$ cat config.mk
export PLATFORM = sky130hd
export DESIGN_NAME = slpr_ram
export DESIGN_NICKNAME = d
export VERILOG_FILES = /design/src/sv/slpr_ram.sv
export SDC_FILE = /design/constraint.sdc
export NUM_CORES = 2
export LEC_CHECK = 0
export ABC_AREA = 0
export BUFFER_PORTS_ARGS = -buffer_cell sky130_fd_sc_hd__buf_2
export CAP_MARGIN = 25
export CORE_MARGIN = 4
export CORE_UTILIZATION = 45
export DETAILED_ROUTE_END_ITERATION = 8
export SKIP_LAST_GASP = 1
export SLEW_MARGIN = 40
export SYNTH_ARGS = -nofsm -noshare
export SYNTH_HDL_FRONTEND = slang
export SYNTH_SLANG_ARGS = --single-unit
$ cat constraint.sdc
create_clock -name clock -period 2.4 [get_ports clock]
set_input_delay 0.36 -clock clock [delete_from_list [all_inputs] [get_ports clock]]
set_output_delay 0.36 -clock clock [all_outputs]
set_load 0.02 [all_outputs]
$ cat src/sv/slpr_ram.sv
`timescale 1ns / 1ps
`default_nettype none
// ----------------------------------------------------------------------------
// Generic RAM
// One write port, one read port, registered read data.
// ----------------------------------------------------------------------------
module slpr_ram #(
   parameter int WIDTH  = 8,
   parameter int DEPTH  = 256,
   parameter int ADDR_W = (DEPTH > 1) ? $clog2(DEPTH) : 1
) (
   input  logic              clock,
   input  logic              wr_en,
   input  logic [ADDR_W-1:0] wr_addr,
   input  logic [WIDTH-1:0]  wr_data,
   input  logic              rd_en,
   input  logic [ADDR_W-1:0] rd_addr,
   output logic [WIDTH-1:0]  rd_data
);

   logic [WIDTH-1:0] mem_ff [DEPTH];
   logic [WIDTH-1:0] rd_data_ff;

   always_ff @(posedge clock) begin
      if (wr_en) begin
         mem_ff[wr_addr] <= wr_data;
      end
      if (rd_en) begin
         rd_data_ff <= mem_ff[rd_addr];
      end
   end

   assign rd_data = rd_data_ff;

endmodule
`default_nettype wire

# After elaboration in Yosys (flattened, before gate mapping)
# Memory sizes are Yosys's and may differ from the RTL's. A register that Yosys moved wholly into a read port is not among the register bits.
# Index checks and enable logic that the tools add are counted.
# totals
reg_bits	0
mem_bits_rw	2048
input_bits	27
output_inout_bits	8
wordCells	3
n_memories	1
# memory_table
memory	depth	width	read_ports	rd_ports_with_merged_regs	wr	line	source
mem_ff	256	8	1	1	1	21	logic [WIDTH-1:0] mem_ff [DEPTH];
# classes
mux	2
# op_table
op	n
$mux W1	2

# Logic depth before layout (Yosys ltp)
# depth
depth_word	2
ltp_mapped	11
depth_no_buf	6

# Worst setup path before layout
# No wires, ideal clock.
# synth_path
path_kind	input to register
startpoint	input port rd_addr[0]
endpoint	register rd_data_ff[2] (netlist: rd_data[2]), read port of mem_ff, data pin
setup_ns	0.269
arrival_time_ns	2.167
required_ns	2.131
path_slack_ns	-0.036
path_stages	9
n_path_buf	4
path_cell_list	buf_6 > buf_12 > buf_8 > buf_2 > mux4_2 > a22oi_1 > a21oi_1 > nor4_1 > nor4_2
# synth_lines
item	line	source
start: declaration	17	input logic [ADDR_W-1:0] rd_addr,
end: declaration	22	logic [WIDTH-1:0] rd_data_ff;

==> flow_summary.yaml <==
grt:
  grt.overflow.total: 0
  met1_usage_pct: 30.71
  grtUsageMet3_pct: 5.144
  grt_pass1_vias: 41486
  track_usage_pct: 22.04
  antenna_found_initial: 11
  grt_pass1_wl_mm: 294.3
  gr-usage-met2_pct: 34.69
  top_usage_layer: "met2"
  grt_start_max_net_pins: 117
route:
  ant_nets: 0
  drc: 0
  via_count: 40822
  firstDrtPassIters: 5
  wire_per_inst_um: 29.03
  vias_per_cell: 5.832
  postRouteWirelength_mm: 203.2
  drt_iter0_drc: 4592
timing:
  hold_ws_ps: 37.09
  setup_violations: 2
  finalCriticalPeriod_ps: 2450
  setup_tns_ps: -66.25
  relSlewSlack_pct: 46.92
  postLayoutSetupSlackWorst_ps: -49.89
  worst_slew_pin_slew_ps: 790.1
  rsz0062_at_grt: "true"
  finalCritPeriodShare_pct: 102.1
  hold_violations: 0
  max_freq_ghz: 0.4082
  maxSlewViolCount: 0
  fin_skew_ps: 32.09
critical_path:
  timing.rr.end: "rd_data[0]"
  r2r-start: "mem_ff[128][0]"
  crit_fanout: 18
  worstSetupEndpointType: "flip-flop"
  crit_end: "rd_data[0]"
  startpoint: "rd_addr[0]"
  rrSetupSlack_ps: -10
  crit_type: "in -> reg"
  cp-start-kind: "input pin"
  worstPathArrival_ps: 3000
  path_cells: "buf_8 > buf_12 > buf_12 > buf_4 > mux4_2 > o221ai_1 > nor2_1 > nor4_4 > buf_4 > nor4_2"
  crit_required_ps: 2950
  crit_slowest_cell: "mux4_2"
  crit_path_max_incr_delay_ps: 520
  reg2reg_depth: 6
logic_synthesis:
  synth_top_area_cell: "edfxtp_1"
  netlist_instances: 3733
  synth_edf_count: 2056
  synth_top_cell_area_share_pct: 77.53
  syn-num-nets: 3760
  synth-main-ff-cell: "edfxtp_1"
  ys_seq_area_share_pct: 77.53
  synth_area_sq_mm: 0.07964
  yosysWarnings: 0
  syn_avg_cell_area_sq_um: 21.33
  synth-async-reset-ratio_pct: 0
  ys_types: 54
  synth_area_leaders: "edfxtp_1 78%, mux4_2 13%, mux2i_1 1.7%, nor2_1 1.3%, a22oi_1 1.3%"
  synth-seq-cells: 2056
outcome:
  violations: "negative setup slack"
  status: "finished, violations left"
die:
  io_pins: 35
  die_y_um: 428.7
  die_w_um: 428.7
  rows: 154
  core_area_sq_mm: 0.1761
  dieArea_sq_mm: 0.1838
  start_util_pct: 45.22
min_path:
  hp-class: "in -> reg"
place:
  dp_hpwl_mm: 132.6
  numPortBuffers: 34
  gp_congestion: 0.8469
  dpl_cell_area_sq_mm: 0.08804
  dp.cells: 6617
clock_tree:
  post-cts-setup-buffers: 0
  clock_sinks: 2056
  cts_buffer_depth: 3
  clk_pin_slew_worst_paths_ps: 60
  cts.htree.levels: 4
  cts-root-buf: "clkbuf_16"
  cts_tree: "yes"
  numCtsBuffers: 204
  clk_latency_ps: 830
finish:
  seqCellArea_sq_mm: 0.06174
  synthToLayoutAreaGrowth_pct: 19.04
  drive_gt1_share_pct: 33.43
  final_common_cell: "edfxtp_1"
  nFillCells: 13569
  design_area_sq_mm: 0.09480
  final_cells: 7000
  mostFrequentLayoutCells: "2056 x edfxtp_1, 660 x buf_4, 454 x mux4_2"
  multi_input_area_sq_mm: 0.01683
  layout.nets: 4517
  final_util_pct: 53.83
pwr:
  power_density_mw_per_mm2: 785.8
  peakVddDrop_mv: 0.6677
  leakagePower_nw: 30.74
flow_run:
  drv_cap: 0
==> stage by stage <==
stage / power, mW / setup WS [ps]
6_report: 74.49 / -49.89
2_1_floorplan: 42.34 / -3.478
5_1_grt: 76.85 / -78.47
3_5_place_dp: 44.61 / -1282
3_3_place_gp: 44.55 / -1366
4_1_cts: 75.08 / -80.08
==> worst min-delay path by stage <==
stage,from,to,cells after the start
6_report,wr_data[2],mem_ff[147][2],1
5_1_grt,wr_data[2],mem_ff[144][2],1
4_1_cts,wr_data[2],mem_ff[146][2],1
3_5_place_dp,wr_data[0],mem_ff[118][0],1
3_3_place_gp,wr_data[0],mem_ff[118][0],1
2_1_floorplan,wr_data[0],mem_ff[0][0],0
==> area by class of cell <==
| cell class | instances | share of cell area [%] |
|---|---|---|
| Timing Repair Buffer | 784 | 7.321 |
| Clock inverter | 120 | 1.092 |
| Clock buffer | 254 | 5.606 |
| Tap cell | 2340 | 3.089 |
| Inverter | 2 | 0.007919 |
| Antenna cell | 2 | 0.005280 |
| Multi-Input combinational cell | 1442 | 17.75 |
| Sequential cell | 2056 | 65.13 |
==> metal layers <==
metal,wire (um),vias up
met2,97450,1644
li1,-,17251
met1,82020,21579
met4,6619,4
met5,23,-
met3,17120,344
==> state kept, by name, indices dropped and copies added, names as in the netlist <==
| name | cells |
|---|---|
| mem_ff | 2048 |
| rd_data | 8 |
==> Yosys cell counts (3+ instances only) <==
cell type     n
o22ai_1      28
o221ai_1     46
a221oi_1     13
buf_12        8
o32ai_1       4
buf_1        22
a211oi_1     16
nor2_1      282
nand2b_1      8
mux2i_1     134
nand4_1      10
nor2b_1      31
nand3_1      34
o21ai_0      10
buf_6        21
edfxtp_1   2056
nand2_1      33
nor4_2        3
o211ai_1     10
mux4_2      454
a21oi_1      96
clkbuf_1    111
o22a_1        5
and2_1        6
nor4_1       24
buf_4        27
buf_2        31
nor3_1       22
a22oi_1     133
buf_8        13
a22o_1        8
or2_2         4
==> power breakdown <==
group	internal [mW]	switching, mW	leakage [nW]
Sequential	39.6	0.0418	18.5
Clock	17.3	13.3	3.07
Combinational	1.74	2.52	9.19
Total	58.6	15.9	30.7
==> cell families (layout without fill, tap and decap cells) <==
kind of cell / count (synthesis) / after routing / synth area share (%)
multiplexers: 591 / 591 / 14.60
AO/OA/AOI/OAI: 385 / 385 / 3.416
AND/OR/NAND/NOR: 466 / 466 / 2.625
other: 0 / 2 / 0
flip-flops: 2056 / 2056 / 77.53
buffers and inverters: 235 / 1160 / 1.829
==> critical path: cells and delay by family <==
kind	cells	cell delay, ps
buffers and inverters	5	1110
AND/OR/NAND/NOR	3	650
multiplexers	1	520
AO/OA/AOI/OAI	1	290
==> what timing repair did <==
item / CTS / global route
hold buffers: 8 / 0
endpoints found under the setup margin: 8 / 8
resized for setup: 31 / 24
hold endpoints to repair: 164 / 0
pin swaps: 4 / 10
Note: power is estimated with default switching activity, not from simulation.
