### src/sv/slpr_pkg.sv
`timescale 1ns / 1ps
`default_nettype none
// ----------------------------------------------------------------------------
// Slot pool package
// Item modes, result status codes, CSR indices and field widths for the pool.
// ----------------------------------------------------------------------------
package slpr_pkg;

   localparam int MODE_W   = 3;
   localparam int INDEX_W  = 12;
   localparam int FAMILY_W = 4;
   localparam int FRAME_W  = 32;
   localparam int STATUS_W = 2;
   localparam int GRANT_W  = 8;
   localparam int COUNT_W  = 9;
   localparam int EVENT_W  = 32;
   localparam int CSR_ADDR_W = 2;
   localparam int CSR_DATA_W = 32;

   typedef enum logic [MODE_W-1:0] {
      MODE_INIT    = 3'd0,
      MODE_ACQUIRE = 3'd1,
      MODE_RELEASE = 3'd2,
      MODE_MARK    = 3'd3,
      MODE_DIRTY   = 3'd4,
      MODE_QUERY   = 3'd5,
      MODE_FRAME   = 3'd6,
      MODE_RESET   = 3'd7
   } mode_type;

   typedef enum logic [STATUS_W-1:0] {
      ST_OK        = 2'd0,
      ST_EXHAUSTED = 2'd1,
      ST_IGNORED   = 2'd2,
      ST_SPARE     = 2'd3
   } status_type;

   typedef enum logic [CSR_ADDR_W-1:0] {
      CSR_ALLOW_GROWTH = 2'd0,
      CSR_MAX_SLOTS    = 2'd1,
      CSR_INIT_SLOTS   = 2'd2,
      CSR_IDLE_LIMIT   = 2'd3
   } csr_type;

endpackage
`default_nettype wire

### src/sv/slpr_age_cmp.sv
`timescale 1ns / 1ps
`default_nettype none
// ----------------------------------------------------------------------------
// Slot age compare
// Modular frame difference against the idle limit, used by the frame scan.
// ----------------------------------------------------------------------------
module slpr_age_cmp #(
   parameter int FRAME_BITS = 32
) (
   input  logic [FRAME_BITS-1:0]       cur_frame,
   input  logic [FRAME_BITS-1:0]       last_frame,
   input  logic [slpr_pkg::FRAME_W-1:0] idle_limit,
   output logic                        aged
);
   import slpr_pkg::*;

   localparam int CMP_W = (FRAME_BITS > FRAME_W) ? FRAME_BITS : FRAME_W;

   logic [FRAME_BITS-1:0] age;

   // wraps modulo 2^FRAME_BITS by width
   assign age  = cur_frame - last_frame;
   assign aged = CMP_W'(age) >= CMP_W'(idle_limit);

endmodule
`default_nettype wire
### config.mk
export PLATFORM = sky130hd
export DESIGN_NAME = slpr_age_cmp
export DESIGN_NICKNAME = d
export VERILOG_FILES = /design/src/sv/slpr_pkg.sv /design/src/sv/slpr_age_cmp.sv
export SDC_FILE = /design/constraint.sdc
export NUM_CORES = 1
export LEC_CHECK = 0
export ABC_AREA = 1
export BUFFER_PORTS_ARGS = -buffer_cell sky130_fd_sc_hd__buf_4
export CORE_ASPECT_RATIO = 1.1
export CORE_MARGIN = 1
export CORE_UTILIZATION = 50
export DETAILED_ROUTE_END_ITERATION = 8
export PLACE_DENSITY = 0.8
export SYNTH_ARGS = -nofsm -noshare
export SYNTH_HDL_FRONTEND = slang
export SYNTH_SLANG_ARGS = --single-unit
### constraint.sdc
create_clock -name vclk -period 9.7
set_clock_uncertainty 0.05 [all_clocks]
set_input_delay 1.94 -clock vclk [all_inputs]
set_output_delay 1.94 -clock vclk [all_outputs]
set_load 0.02 [all_outputs]
Word level (Yosys, flattened, before mapping)
Index checks and enable logic that the tools add are counted.
- register bits: 0
- input bits: 96
- output and inout port bits: 1
- word-level logic and storage cells: 2
- $add $sub $neg: 1
- order comparisons: 1
- operators with widths (cell ; count):
    32-bit greater-or-equal comparator ; 1
    32-bit subtractor ; 1

Longest topological paths before layout
- depth in word-level cells: 2
- gate-level depth with buffers: 21
- mapped depth without buffers: 21

Least setup slack after synthesis
No wires, ideal clock.
- kind: input -> output
- start point: in cur_frame[0]
- end point: out aged
- data arrival time: 4.021 ns
- data required time: 7.710 ns
- slack: 3.689 ns
- cell stages on the path: 21
- path buffers: 0
- cells stage by stage: inv_1 -> ha_1 -> inv_1 -> fa_1 -> nand3_1 -> nand3_2 -> nand2_1 -> nand2_2 -> nand2_2 -> nand2_2 -> nand2_1 -> nand2_1 -> nand2_1 -> nand2_1 -> ha_1 -> nand2_1 -> nor2_1 -> nand4_1 -> nor2_1 -> nand2_1 -> nand2_1
- cells in the longest elaborated chain, start to end: 2
- ends and longest elaborated chain (item ; line ; text):
    from (decl) ; slpr_age_cmp.sv:10 ; input logic [FRAME_BITS-1:0] cur_frame,
    32-bit subtractor ; slpr_age_cmp.sv:22 ; assign age = cur_frame - last_frame;
    32-bit greater-or-equal comparator ; slpr_age_cmp.sv:23 ; assign aged = CMP_W'(age) >= CMP_W'(idle_limit);
    to (decl) ; slpr_age_cmp.sv:13 ; output logic aged
No other way between the ends.

Worst setup path in the final report
Same ends and word-level chain as after synthesis.

==> results by group <==
STA
  – RSZ-0062 raised after global routing: false
  – Min Tclk post-route: 6.48 ns
  – Max-slew headroom: 0.802
  – Setup violators final: 0
  – Final Slew Violations: 0
  – Final Hold Viols: 0
  – Setup TNS: 0 ns
  – Part of the cycle the worst path needs: 0.668
  – Fmax: 154 MHz
  – Final WS setup: 3.22 ns
  – Slew @ Worst Pin: 0.296 ns

Die
  – Initial Util: 0.531
  – Die Ht: 87.8 µm
  – Core Region: 0.00631 mm²
  – Io pins: 97
  – Die Width: 80.0 µm
  – Die ar.: 0.00703 mm²
  – Row count: 30

Finish
  – Ant. Diodes: 0
  – Most common cell after layout, fill and taps aside: nand2_1
  – Share of cells above drive strength 1: 0.178
  – Area Growth Syn to Fin: 24.4%
  – # fillers: 653
  – Clock buffer count: 0
  – Final #Nets: 911
  – Most frequent cells in the layout: 235 x nand2_1, 177 x inv_1, 97 x buf_4
  – Sequential cell area: 0 µm²
  – Seq cells: 0
  – Multi-input gate area: 0.00266 mm²

Critical path
  – WP data arrival: 4.49 ns
  – Max Fanout on Critical Path: 4
  – Crit path top cell by count: nand2_1
  – Slowest stage delay, CP: 0.45 ns
  – Critical Path RT: 7.71 ns
  – Crit start category: input port
  – Worst Setup End Kind: primary output
  – CP Cell Sequence: buf_4, inv_1, ha_1, inv_1, fa_1, nand3_1, nand3_2, nand2_1, nand2_2, nand2_2, nand2_2, nand2_1, nand2_1, nand2_1, nand2_1, ha_1, nand2_1, nor2_1, nand4_1, nor2_1, nand2_1, nand2_1, buf_4
  – Worst setup startpoint: cur_frame[0]
  – Worst-path cell with the longest stage delay: fa_1
  – Crit path to: aged
  – Kind of critical path: in -> out

Yosys
  – Mapped Nets: 813
  – Unique masters post-synth: 24
  – Post-synthesis sequential area ratio: 0
  – Post-Synthesis Cells: 653
  – Mapped Area: 0.00335 mm²
  – Avg Cell Area, Syn: 5.13 µm²
  – Yosys warnings: 0

Pwr
  – P_int: 0.107 mW
  – Lkg Pwr: 2.90 nW
  – Clk network pwr share: 0
  – Seq pwr share: 0
  – VDD IR-drop max: 0.0320 mV
  – Switching Power: 0.148 mW
  – Switch share: 0.580
  – Pwr dens: 61.2 mW/mm²
  – Combinational share of power: 1.000

Clock network
  – Post-CTS sizing: 0
  – Postcts setup bufs: 0
  – Post-CTS Hold Fix Bufs: 0

Global route
  – First-pass GRT wire length: 15000 µm
  – Vias in the first global route: 3691
  – Gr usage total: 0.267
  – Initial antenna violation count: 0
  – Largest net degree at the start of global routing: 8
  – GR Overflow Total: 0

Hold path
  – Hold Path Class: in -> out

Place
  – Detail Placement HPWL: 8600 µm
  – GPL Wtd Cong: 0.905
  – Place WS: 3.23 ns
  – I/O Buffers: 97

Job
  – Max-Cap Viols: 0

Routing
  – Final WL: 9290 µm
  – Drt via density: 4.87
  – Routed wire per std cell: 11.2 µm
  – Routed vias: 4040
  – ANT nets after route: 0
  – DRC viols: 0
  – DRT Pass-1 Iters: 4
  – DRT iter0 DRCs: 122

Status
  – Status: finished clean
[cell families after synthesis]
family | Yosys count | share of synthesized area
fa+ha+maj | 64 | 0.241
compound gates | 46 | 0.0740
simple gates | 346 | 0.438
buf+inv | 181 | 0.205
xor+xnor | 16 | 0.0419
[synth_stat cells]
master	instances	share of area
a21o_1	1	0.0022
a21oi_1	35	0.052
a21oi_2	2	0.0052
and2_1	1	0.0019
buf_6	1	0.0034
fa_1	1	0.0060
ha_1	63	0.24
inv_1	177	0.20
inv_2	3	0.0034
nand2_1	235	0.26
nand2_2	20	0.037
nand3_1	26	0.039
nand3_2	4	0.012
nand3b_1	1	0.0022
nand4_1	7	0.013
nor2_1	43	0.048
nor2_2	3	0.0056
nor3_1	2	0.0030
nor3_2	4	0.012
o21a_1	1	0.0022
o21ai_0	5	0.0075
o21bai_1	2	0.0045
xnor2_1	1	0.0026
xor2_1	15	0.039
[through the flow]
| stage | power, mW | hold slack, ns | instance area [µm²] | util | instances |
|---|---|---|---|---|---|
| detailed placement | 0.255 | 4.47 | 4170 | 0.661 | 829 |
| global placement | 0.248 | 4.47 | 4170 | 0.661 | 829 |
| global route | 0.291 | 4.51 | 4170 | 0.661 | 829 |
| floorplan | 0.174 | 4.28 | 3350 | - | 653 |
| CTS | 0.256 | 4.47 | 4170 | 0.661 | 829 |
| finish | 0.255 | 4.46 | 4170 | 0.661 | 829 |
[layout make-up]
cell class	count	share of cell area
Inverter	180	0.162
Multi-Input combinational cell	472	0.639
Tap cell	80	0.0240
Timing Repair Buffer	97	0.175
[power by group through the flow]
stage,Sequential [mW],Clock (mW),Combinational [mW]
after CTS,0,0,0.256
final,0,0,0.255
after global placement,0,0,0.248
after detailed placement,0,0,0.255
after floorplan,0,0,0.174
after global routing,0,0,0.291
[routing by layer]
metal | track usage | share of wire
met5 | 0 | 0
met1 | 0.241 | 0.37
met3 | 0.0115 | 0.046
met2 | 0.597 | 0.54
met4 | 0.106 | 0.042
[worst max-delay path: cells and delay by family]
| family | cells | cell delay (ns) |
|---|---|---|
| buffers and inverters | 4 | 0.36 |
| adder cells (fa/ha/maj) | 3 | 0.86 |
| AND/OR/NAND/NOR | 16 | 1.34 |
[how the worst min path moves through the flow]
stage / from / endpoint / slack, ns / depth (start not counted)
floorplan: idle_limit[31] / aged / 4.28 / 6
global placement: idle_limit[31] / aged / 4.47 / 8
detailed placement: idle_limit[31] / aged / 4.47 / 8
CTS: idle_limit[31] / aged / 4.47 / 8
global route: idle_limit[31] / aged / 4.51 / 8
finish: idle_limit[31] / aged / 4.46 / 8
(Power assumes the default switching activity.)
